<file path="src/hdl/hdll_pkg.sv">
// Shared types and constants for the HID descriptor LED locator.
`default_nettype none
package hdll_pkg;

  typedef enum logic [3:0] {
    ST_OK    = 4'd0,
    ST_LONG  = 4'd1,
    ST_TRUNC = 4'd2,
    ST_SIZE  = 4'd3,
    ST_COUNT = 4'd4,
    ST_UMIN  = 4'd5,
    ST_UMAX  = 4'd6,
    ST_NONE  = 4'd7,
    ST_BIG   = 4'd8
  } status_t;

  // short item tags (prefix with size bits masked off)
  localparam logic [7:0] TAG_USAGE_PAGE = 8'h04;
  localparam logic [7:0] TAG_USAGE_MIN  = 8'h18;
  localparam logic [7:0] TAG_USAGE_MAX  = 8'h28;
  localparam logic [7:0] TAG_REP_SIZE   = 8'h74;
  localparam logic [7:0] TAG_REP_ID     = 8'h84;
  localparam logic [7:0] TAG_REP_COUNT  = 8'h94;
  localparam logic [7:0] TAG_OUTPUT     = 8'h90;
  localparam logic [7:0] TAG_INPUT      = 8'h80;
  localparam logic [7:0] TAG_FEATURE    = 8'hB0;
  localparam logic [7:0] TAG_COLL       = 8'hA0;
  localparam logic [7:0] TAG_END_COLL   = 8'hC0;

  localparam logic [7:0]  LONG_PREFIX   = 8'hFE;
  localparam logic [7:0]  TAG_MASK      = 8'hFC;
  localparam logic [31:0] LED_PAGE      = 32'h8;
  localparam logic [31:0] LED_OUT_DATA  = 32'h2;
  localparam logic [15:0] MAX_BYTES_RST = 16'd1024;

  localparam int OFF_W = 13;

  // parse results handed to the result stage on the last byte
  typedef struct packed {
    status_t            err;
    logic               leds_found;
    logic [31:0]        bit_total;
    logic [7:0]         rid;
    logic [OFF_W-1:0]   bit_off;
  } fin_t;

endpackage
`default_nettype wire

</file>
<file path="src/hdl/hdll_in_if.sv">
// Descriptor byte channel.
`default_nettype none
interface hdll_in_if;
  logic       valid;
  logic       ready;
  logic [7:0] desc_byte;
  logic       is_last;

  modport source (output valid, desc_byte, is_last, input ready);
  modport sink   (input valid, desc_byte, is_last, output ready);
endinterface
`default_nettype wire

</file>
<file path="src/hdl/hdll_out_if.sv">
// Result channel.
`default_nettype none
interface hdll_out_if;
  logic                  valid;
  logic                  ready;
  hdll_pkg::status_t     status;
  logic [7:0]            led_rid;
  logic [12:0]           led0_bit;
  logic [12:0]           led1_bit;
  logic [12:0]           led2_bit;
  logic [15:0]           output_bytes;

  modport source (output valid, status, led_rid, led0_bit, led1_bit,
                  led2_bit, output_bytes, input ready);
  modport sink   (input valid, status, led_rid, led0_bit, led1_bit,
                  led2_bit, output_bytes, output ready);
endinterface
`default_nettype wire

</file>
<file path="src/hdl/hdll_cfg_if.sv">
// Configuration write channel (max output bytes).
`default_nettype none
interface hdll_cfg_if;
  logic        valid;
  logic        ready;
  logic [15:0] data;

  modport source (output valid, data, input ready);
  modport sink   (input valid, data, output ready);
endinterface
`default_nettype wire

</file>
<file path="src/hdl/hdll_parse.sv">
// Input register and short item parser with descriptor tracking state.
`default_nettype none
module hdll_parse (
  input  wire logic          clk,
  input  wire logic          rst_n,
  hdll_in_if.sink            in_ch,
  output logic               fin_valid,
  input  wire logic          fin_ready,
  output hdll_pkg::fin_t     fin_o
);
  import hdll_pkg::*;

  logic        in_v_r;
  logic [7:0]  byte_r;
  logic        last_r;
  logic        fire;

  logic [2:0]        bytes_left_r, bytes_left_nxt;
  logic [1:0]        byte_idx_r, byte_idx_nxt;
  logic [7:0]        tag_r, tag_nxt;
  logic [31:0]       value_r, value_nxt;
  logic [31:0]       size_r, size_nxt;
  logic [31:0]       count_r, count_nxt;
  logic [31:0]       umin_r, umin_nxt;
  logic [31:0]       umax_r, umax_nxt;
  logic [7:0]        rid_r, rid_nxt;
  logic              led_page_r, led_page_nxt;
  logic              found_r, found_nxt;
  logic [7:0]        srid_r, srid_nxt;
  logic [OFF_W-1:0]  soff_r, soff_nxt;
  logic [31:0]       total_r, total_nxt;
  status_t           err_r, err_nxt;

  logic        run;
  logic [7:0]  run_tag;
  logic [31:0] run_data;
  logic [31:0] merged;
  logic [63:0] prod;
  logic [31:0] prod_sat;
  logic [32:0] sum;
  logic [31:0] total_add;

  assign fire        = in_v_r && (!last_r || fin_ready);
  assign in_ch.ready = !in_v_r || fire;
  assign fin_valid   = in_v_r && last_r;

  always_ff @(posedge clk) begin
    if (!rst_n) begin
      in_v_r <= 1'b0;
    end else if (in_ch.ready) begin
      in_v_r <= in_ch.valid;
    end
    if (in_ch.ready && in_ch.valid) begin
      byte_r <= in_ch.desc_byte;
      last_r <= in_ch.is_last;
    end
  end

  // size * count, saturated, added to the running total with saturation
  assign prod      = {32'd0, size_r} * {32'd0, count_r};
  assign prod_sat  = (|prod[63:32]) ? 32'hFFFF_FFFF : prod[31:0];
  assign sum       = {1'b0, prod_sat} + {1'b0, total_r};
  assign total_add = sum[32] ? 32'hFFFF_FFFF : sum[31:0];
  assign merged    = value_r | ({24'd0, byte_r} << {byte_idx_r, 3'b000});

  always_comb begin
    bytes_left_nxt = bytes_left_r;
    byte_idx_nxt   = byte_idx_r;
    tag_nxt        = tag_r;
    value_nxt      = value_r;
    size_nxt       = size_r;
    count_nxt      = count_r;
    umin_nxt       = umin_r;
    umax_nxt       = umax_r;
    rid_nxt        = rid_r;
    led_page_nxt   = led_page_r;
    found_nxt      = found_r;
    srid_nxt       = srid_r;
    soff_nxt       = soff_r;
    total_nxt      = total_r;
    err_nxt        = err_r;
    run            = 1'b0;
    run_tag        = byte_r & TAG_MASK;
    run_data       = 32'd0;

    if (err_r == ST_OK) begin
      if (bytes_left_r == 3'd0) begin
        if (byte_r == LONG_PREFIX) begin
          err_nxt = ST_LONG;
        end else if (byte_r[1:0] == 2'd0) begin
          run = 1'b1;
        end else if (last_r) begin
          err_nxt = ST_TRUNC;
        end else begin
          tag_nxt        = byte_r & TAG_MASK;
          value_nxt      = 32'd0;
          byte_idx_nxt   = 2'd0;
          bytes_left_nxt = (byte_r[1:0] == 2'd3) ? 3'd4 : {1'b0, byte_r[1:0]};
        end
      end else begin
        value_nxt      = merged;
        byte_idx_nxt   = byte_idx_r + 2'd1;
        bytes_left_nxt = bytes_left_r - 3'd1;
        if (bytes_left_r == 3'd1) begin
          run      = 1'b1;
          run_tag  = tag_r;
          run_data = merged;
        end else if (last_r) begin
          err_nxt = ST_TRUNC;
        end
      end
    end

    if (run) begin
      unique case (run_tag) inside
        TAG_USAGE_PAGE: led_page_nxt = (run_data == LED_PAGE);
        TAG_USAGE_MIN:  umin_nxt     = run_data;
        TAG_USAGE_MAX:  umax_nxt     = run_data;
        TAG_REP_SIZE:   size_nxt     = run_data;
        TAG_REP_ID:     rid_nxt      = run_data[7:0];
        TAG_REP_COUNT:  count_nxt    = run_data;
        TAG_OUTPUT: begin
          if (led_page_r && run_data == LED_OUT_DATA && size_r != 32'd1) begin
            err_nxt = ST_SIZE;
          end else if (led_page_r && run_data == LED_OUT_DATA && count_r != 32'd3) begin
            err_nxt = ST_COUNT;
          end else if (led_page_r && run_data == LED_OUT_DATA && umin_r != 32'd1) begin
            err_nxt = ST_UMIN;
          end else if (led_page_r && run_data == LED_OUT_DATA && umax_r != 32'd3) begin
            err_nxt = ST_UMAX;
          end else begin
            if (led_page_r && run_data == LED_OUT_DATA) begin
              found_nxt = 1'b1;
              srid_nxt  = rid_r;
              soff_nxt  = total_r[OFF_W-1:0];
            end
            total_nxt = total_add;
            umin_nxt  = 32'd0;
            umax_nxt  = 32'd0;
          end
        end
        TAG_INPUT, TAG_FEATURE, TAG_COLL, TAG_END_COLL: begin
          umin_nxt = 32'd0;
          umax_nxt = 32'd0;
        end
        default: ;
      endcase
    end
  end

  always_comb begin
    fin_o.err        = err_nxt;
    fin_o.leds_found = found_nxt;
    fin_o.bit_total  = total_nxt;
    fin_o.rid        = srid_nxt;
    fin_o.bit_off    = soff_nxt;
  end

  // the last byte of a descriptor returns all parse state to reset
  always_ff @(posedge clk) begin
    if (!rst_n || (fire && last_r)) begin
      bytes_left_r <= 3'd0;
      byte_idx_r   <= 2'd0;
      tag_r        <= 8'd0;
      value_r      <= 32'd0;
      size_r       <= 32'd0;
      count_r      <= 32'd0;
      umin_r       <= 32'd0;
      umax_r       <= 32'd0;
      rid_r        <= 8'd0;
      led_page_r   <= 1'b0;
      found_r      <= 1'b0;
      srid_r       <= 8'd0;
      soff_r       <= '0;
      total_r      <= 32'd0;
      err_r        <= ST_OK;
    end else if (fire) begin
      bytes_left_r <= bytes_left_nxt;
      byte_idx_r   <= byte_idx_nxt;
      tag_r        <= tag_nxt;
      value_r      <= value_nxt;
      size_r       <= size_nxt;
      count_r      <= count_nxt;
      umin_r       <= umin_nxt;
      umax_r       <= umax_nxt;
      rid_r        <= rid_nxt;
      led_page_r   <= led_page_nxt;
      found_r      <= found_nxt;
      srid_r       <= srid_nxt;
      soff_r       <= soff_nxt;
      total_r      <= total_nxt;
      err_r        <= err_nxt;
    end
  end

endmodule
`default_nettype wire

</file>
<file path="src/hdl/hdll_result.sv">
// Snapshot register and result register: final status, LED offsets, length.
`default_nettype none
module hdll_result (
  input  wire logic          clk,
  input  wire logic          rst_n,
  input  wire logic          fin_valid,
  output logic               fin_ready,
  input  hdll_pkg::fin_t     fin_i,
  input  wire logic [15:0]   max_bytes,
  hdll_out_if.source         out_ch
);
  import hdll_pkg::*;

  logic              snap_v_r;
  fin_t              snap_r;
  logic              snap_fire;

  logic              out_v_r;
  status_t           status_r, status_nxt;
  logic [7:0]        rid_r;
  logic [OFF_W-1:0]  led0_r, led1_r, led2_r;
  logic [15:0]       bytes_r;

  logic [32:0]       bits_up;
  logic [29:0]       nbytes;
  logic              ok;

  assign snap_fire = snap_v_r && (!out_v_r || out_ch.ready);
  assign fin_ready = !snap_v_r || snap_fire;

  assign bits_up = {1'b0, snap_r.bit_total} + 33'd7;
  assign nbytes  = bits_up[32:3];

  always_comb begin
    if (snap_r.err != ST_OK) begin
      status_nxt = snap_r.err;
    end else if (!snap_r.leds_found) begin
      status_nxt = ST_NONE;
    end else if (nbytes > {14'd0, max_bytes}) begin
      status_nxt = ST_BIG;
    end else begin
      status_nxt = ST_OK;
    end
  end
  assign ok = (status_nxt == ST_OK);

  always_ff @(posedge clk) begin
    if (!rst_n) begin
      snap_v_r <= 1'b0;
      out_v_r  <= 1'b0;
    end else begin
      if (fin_ready) begin
        snap_v_r <= fin_valid;
      end
      if (!out_v_r || out_ch.ready) begin
        out_v_r <= snap_v_r;
      end
    end
    if (fin_ready && fin_valid) begin
      snap_r <= fin_i;
    end
    if (snap_fire) begin
      status_r <= status_nxt;
      rid_r    <= ok ? snap_r.rid : 8'd0;
      led0_r   <= ok ? snap_r.bit_off : '0;
      led1_r   <= ok ? snap_r.bit_off + OFF_W'(1) : '0;
      led2_r   <= ok ? snap_r.bit_off + OFF_W'(2) : '0;
      bytes_r  <= ok ? nbytes[15:0] : 16'd0;
    end
  end

  assign out_ch.valid        = out_v_r;
  assign out_ch.status       = status_r;
  assign out_ch.led_rid      = rid_r;
  assign out_ch.led0_bit     = led0_r;
  assign out_ch.led1_bit     = led1_r;
  assign out_ch.led2_bit     = led2_r;
  assign out_ch.output_bytes = bytes_r;

endmodule
`default_nettype wire

</file>
<file path="src/hdl/hid_descriptor_led_locator_core.sv">
// Top level of the HID descriptor LED locator.
// Throughput: one descriptor byte per cycle; with two results waiting and out_ch not ready, the next last byte stalls.
// A result reaches out_ch from its last byte through the input register, the parse into the
//   snapshot register and the status into the result register.
// Reset (rst_n low, synchronous): parse state cleared, channels empty,
//   max output bytes back to 1024.
`default_nettype none
module hid_descriptor_led_locator_core (
  input  wire logic   clk,
  input  wire logic   rst_n,
  hdll_in_if.sink     in_ch,
  hdll_out_if.source  out_ch,
  hdll_cfg_if.sink    cfg_ch
);
  import hdll_pkg::*;

  logic [15:0] max_bytes_r;
  logic        fin_valid;
  logic        fin_ready;
  fin_t        fin;

  assign cfg_ch.ready = 1'b1;

  always_ff @(posedge clk) begin
    if (!rst_n) begin
      max_bytes_r <= MAX_BYTES_RST;
    end else if (cfg_ch.valid) begin
      max_bytes_r <= cfg_ch.data;
    end
  end

  hdll_parse u_parse (
    .clk       (clk),
    .rst_n     (rst_n),
    .in_ch     (in_ch),
    .fin_valid (fin_valid),
    .fin_ready (fin_ready),
    .fin_o     (fin)
  );

  hdll_result u_result (
    .clk       (clk),
    .rst_n     (rst_n),
    .fin_valid (fin_valid),
    .fin_ready (fin_ready),
    .fin_i     (fin),
    .max_bytes (max_bytes_r),
    .out_ch    (out_ch)
  );

endmodule
`default_nettype wire
</file>
<file path="src/flat_wrapper.sv">
// flat-port wrapper written by rule: the top's interface ports become plain ports
module hid_descriptor_led_locator_core_flat import hdll_pkg::*;
  (clk, rst_n, in_ch_valid, in_ch_desc_byte, in_ch_is_last, in_ch_ready, out_ch_valid, out_ch_status, out_ch_led_rid, out_ch_led0_bit, out_ch_led1_bit, out_ch_led2_bit, out_ch_output_bytes, out_ch_ready, cfg_ch_valid, cfg_ch_data, cfg_ch_ready);
  hdll_in_if in_ch_i ();
  hdll_out_if out_ch_i ();
  hdll_cfg_if cfg_ch_i ();
  input  wire logic clk;
  input  wire logic rst_n;
  input wire logic [$bits(in_ch_i.valid)-1:0] in_ch_valid;
  input wire logic [$bits(in_ch_i.desc_byte)-1:0] in_ch_desc_byte;
  input wire logic [$bits(in_ch_i.is_last)-1:0] in_ch_is_last;
  output wire logic [$bits(in_ch_i.ready)-1:0] in_ch_ready;
  output wire logic [$bits(out_ch_i.valid)-1:0] out_ch_valid;
  output wire logic [$bits(out_ch_i.status)-1:0] out_ch_status;
  output wire logic [$bits(out_ch_i.led_rid)-1:0] out_ch_led_rid;
  output wire logic [$bits(out_ch_i.led0_bit)-1:0] out_ch_led0_bit;
  output wire logic [$bits(out_ch_i.led1_bit)-1:0] out_ch_led1_bit;
  output wire logic [$bits(out_ch_i.led2_bit)-1:0] out_ch_led2_bit;
  output wire logic [$bits(out_ch_i.output_bytes)-1:0] out_ch_output_bytes;
  input wire logic [$bits(out_ch_i.ready)-1:0] out_ch_ready;
  input wire logic [$bits(cfg_ch_i.valid)-1:0] cfg_ch_valid;
  input wire logic [$bits(cfg_ch_i.data)-1:0] cfg_ch_data;
  output wire logic [$bits(cfg_ch_i.ready)-1:0] cfg_ch_ready;
  assign in_ch_i.valid = in_ch_valid;
  assign in_ch_i.desc_byte = in_ch_desc_byte;
  assign in_ch_i.is_last = in_ch_is_last;
  assign in_ch_ready = in_ch_i.ready;
  assign out_ch_valid = out_ch_i.valid;
  assign out_ch_status = out_ch_i.status;
  assign out_ch_led_rid = out_ch_i.led_rid;
  assign out_ch_led0_bit = out_ch_i.led0_bit;
  assign out_ch_led1_bit = out_ch_i.led1_bit;
  assign out_ch_led2_bit = out_ch_i.led2_bit;
  assign out_ch_output_bytes = out_ch_i.output_bytes;
  assign out_ch_i.ready = out_ch_ready;
  assign cfg_ch_i.valid = cfg_ch_valid;
  assign cfg_ch_i.data = cfg_ch_data;
  assign cfg_ch_ready = cfg_ch_i.ready;
  hid_descriptor_led_locator_core u_core (.clk(clk), .rst_n(rst_n), .in_ch(in_ch_i), .out_ch(out_ch_i), .cfg_ch(cfg_ch_i));
endmodule
</file>
<file path="config.mk">
export PLATFORM = sky130hd
export DESIGN_NAME = hid_descriptor_led_locator_core_flat
export DESIGN_NICKNAME = d
export VERILOG_FILES = /design/src/hdl/hdll_pkg.sv /design/src/hdl/hdll_in_if.sv /design/src/hdl/hdll_out_if.sv /design/src/hdl/hdll_cfg_if.sv /design/src/hdl/hdll_parse.sv /design/src/hdl/hdll_result.sv /design/src/hdl/hid_descriptor_led_locator_core.sv /design/src/flat_wrapper.sv
export SDC_FILE = /design/constraint.sdc
export NUM_CORES = 2
export LEC_CHECK = 0
export BUFFER_PORTS_ARGS = -buffer_cell sky130_fd_sc_hd__buf_2
export CORE_UTILIZATION = 55
export DETAILED_ROUTE_END_ITERATION = 16
export HOLD_SLACK_MARGIN = 0.08
export PLACE_DENSITY_LB_ADDON = 0.25
export SLEW_MARGIN = 20
export SYNTH_ARGS = -nofsm -noshare
export SYNTH_HDL_FRONTEND = slang
export SYNTH_SLANG_ARGS = --single-unit
</file>
<file path="constraint.sdc">
create_clock -name clk -period 13.3 [get_ports clk]
set_input_delay 1.33 -clock clk [delete_from_list [all_inputs] [get_ports clk]]
set_output_delay 1.33 -clock clk [all_outputs]
set_load 0.01 [all_outputs]
</file>
==> metrics.txt <==
outcome finished clean; Initial Util 55.6%; Crit Path Class reg -> reg; post-synth cell types 89; global-route wire length before repair 223000 µm; EDFF count, synth 133; die area 95800 µm²; clock-pin slew on the worst setup and hold paths 60 ps; Worst Path Arrival 12960 ps; number of synthesized register bits 390; Post-Route Skew 51.2 ps; final core occ 58.9%; HPWL Detailed 111000 µm; commonest non-fill, non-tap cell in the layout fa_1; Slew Limit Fails 0; register area share after synthesis 17.6%; worst min path class reg -> reg; drt pass-1 iters 7; Num Clock Sinks 390; Via density 5.69; # port buffers 98; crit-path max cell delay 1020 ps; gr usage total 30.1%; P per Cell Area 48.6 nW/µm²; Root Buffer clkbuf_16; adder-cell area share of the yosys netlist 42.2%; CTS tree done; Post-Synth XOR/XNOR Area 1.84%; most frequent cells in the layout 897 x fa_1, 794 x inv_1, 646 x and2_1, 534 x nand2_1, 429 x nor2_1; share of cells above drive strength 1 6.29%; global route overflow 0; part of the cycle the worst path needs 95.1%; Placed Area 53500 µm²; core box area 93500 µm²; minimum clock period 12650 ps; relative slew slack 28.8%; Post-Syn Instances 5610; RSZ-0062 raised after global routing false; initial antenna violation count 2; gpl congestion 0.966; Avg WL per Cell 20.4 µm; final net count 6763; number of global-route vias before repair 40300; Design Area, Final 55000 µm²; P&R area growth vs syn 5.85%; DRT antenna net count 0; Slew @ Worst Pin 1070 ps; syn avg cell area 9.27 µm²; cts bufs inserted 44; crit path setup slack, layout 648 ps; Max Cap Viol 0; Synth top area share 34.5%; Post-CTS Setup Inserts 0; DRT Wirelength 139000 µm; final hold vios 0; Die Y 309 µm; top cells by area, synth fa_1 35%, dfxtp_1 9.9%, and2_1 7.8%; H-Tree Depth 2; largest family of logic cells by synthesized area adder cells; num rows 112; largest net degree at the start of global routing 181; 1st-iter DRT viols 2945; DIE WIDTH 309 µm; Post-synth top flop dfxtp_1; Critical Path Start Type flop; Max Clock Freq 0.0790 GHz; CP dominant cell by count fa_1; Synth Area in Compound Gates 6.61%; Crit path required time 13610 ps; DR DRC count 0; IO Pins 100; worst-skew pair later-pin latency 630 ps; Post-Place Setup Slack 600 ps; simple-gate area share of the yosys netlist 19.3%; maximum fanout along the worst path 33; Synth Net Count 6856; Lkg Pwr 23.1 nW; warnings from Yosys 0; Post-Syn Area 52000 µm²; Post-synth ARST share 0%; highest-delay cell along the critical path dfxtp_1; Worst setup EP type flop; Fin Setup TNS 0 ps; CTS Buffer Depth 3; Vias 38700; Final Setup Violations 0; mux share of post-synthesis cell area 4.00%; largest area contributor in the netlist fa_1; Max rail drop VDD 0.0000839 V
per-layer routing:
metal	GRT usage [%]	up-vias	routed length (µm)
met5	0	-	0
met4	18.2	0	9530
met3	3.49	403	7940
met2	51.1	1373	68400
met1	36.9	19400	53100
li1	-	17500	-
registers in the layout, summed over array words and instances (netlist names), 8 cells and up:
register and count:
u_core.u_parse.size_r 32, u_core.u_parse.total_r 32, u_core.u_parse.count_r 32, u_core.u_parse.soff_r 13, u_core.u_parse.rid_r 8, u_core.u_result.out_ch.led0_bit 13
u_core.u_result.out_ch.output_bytes 16, u_core.u_parse.umax_r 32, u_core.u_parse.umin_r 32, u_core.u_result.out_ch.led2_bit 12, u_core.u_parse.srid_r 8, u_core.u_parse.byte_r 8
u_core.u_result.out_ch.led_rid 8, u_core.u_result.out_ch.led1_bit 13, u_core.max_bytes_r 16, u_core.u_parse.value_r 32, u_core.u_result.snap_r 58
power by group:
group	internal [mW]	total, mW	switching (mW)
Combinational	0.0461	0.132	0.0859
Clock	0.730	1.27	0.543
Sequential	1.25	1.27	0.0223
Total	2.03	2.68	0.651
critical path: cells and delay by family (launching register included):
| kind | cells | cell delay, ps |
|---|---|---|
| fa+ha+maj | 10 | 4650 |
| compound gates | 14 | 3500 |
| simple gates | 8 | 2290 |
| flops | 1 | 1020 |
| buf+inv | 6 | 860 |
final cells by class:
cell class	instances	area, µm²
Multi-Input combinational cell	4091	38600
Fill cell	8157	38400
Sequential cell	390	9150
Inverter	794	2980
Tap cell	1254	1570
Clock buffer	59	1290
Timing Repair Buffer	196	1250
Clock inverter	22	230
Antenna cell	1	2.50
cells by family (layout without fill, tap and decap cells):
logic type | Yosys count | in the layout
adders and majority gates | 1216 | 1216
and+or+nand+nor | 1987 | 1987
DFF | 390 | 390
xor gates and xnor gates | 109 | 109
other | 1 | 2
AOI/OAI and AO/OA | 573 | 573
muxes | 205 | 205
buffers and inverters | 1129 | 1071
Yosys cell counts (all sizes together) (54+ instances only):
cell type,count
a21oi,266
and2,647
clkbuf,299
dfxtp,257
edfxtp,133
fa,897
ha,319
inv,794
mux2i,181
nand2,534
nand3,68
nand4,54
nor2,430
nor3,70
o21ai,113
xnor2,72
worst paths after layout:
check,from,end,slack [ps],depth (start not counted)
min reg2reg,u_core.u_parse.found_r,u_core.u_parse.found_r,470,2
min,u_core.u_parse.found_r,u_core.u_parse.found_r,470,2
max,u_core.u_parse.size_r[11],u_core.u_result.snap_r[42],650,38
max reg2reg,u_core.u_parse.size_r[11],u_core.u_result.snap_r[42],650,38
repair_timing:
item | 4_1_cts | 5_1_grt
resized for setup | 0 | 10
hold buffers | 0 | 0
endpoints found under the setup margin | 0 | 34
through the flow:
| stage | hold slack [ps] | power, mW | instances |
|---|---|---|---|
| floorplan | 433 | 1.38 | 5610 |
| global placement | 445 | 1.43 | 6724 |
| detailed placement | 454 | 1.43 | 6724 |
| CTS | 469 | 2.70 | 6805 |
| global route | 509 | 2.75 | 6806 |
| finish | 468 | 2.68 | 6807 |
Power figures use the tool's default switching activity.
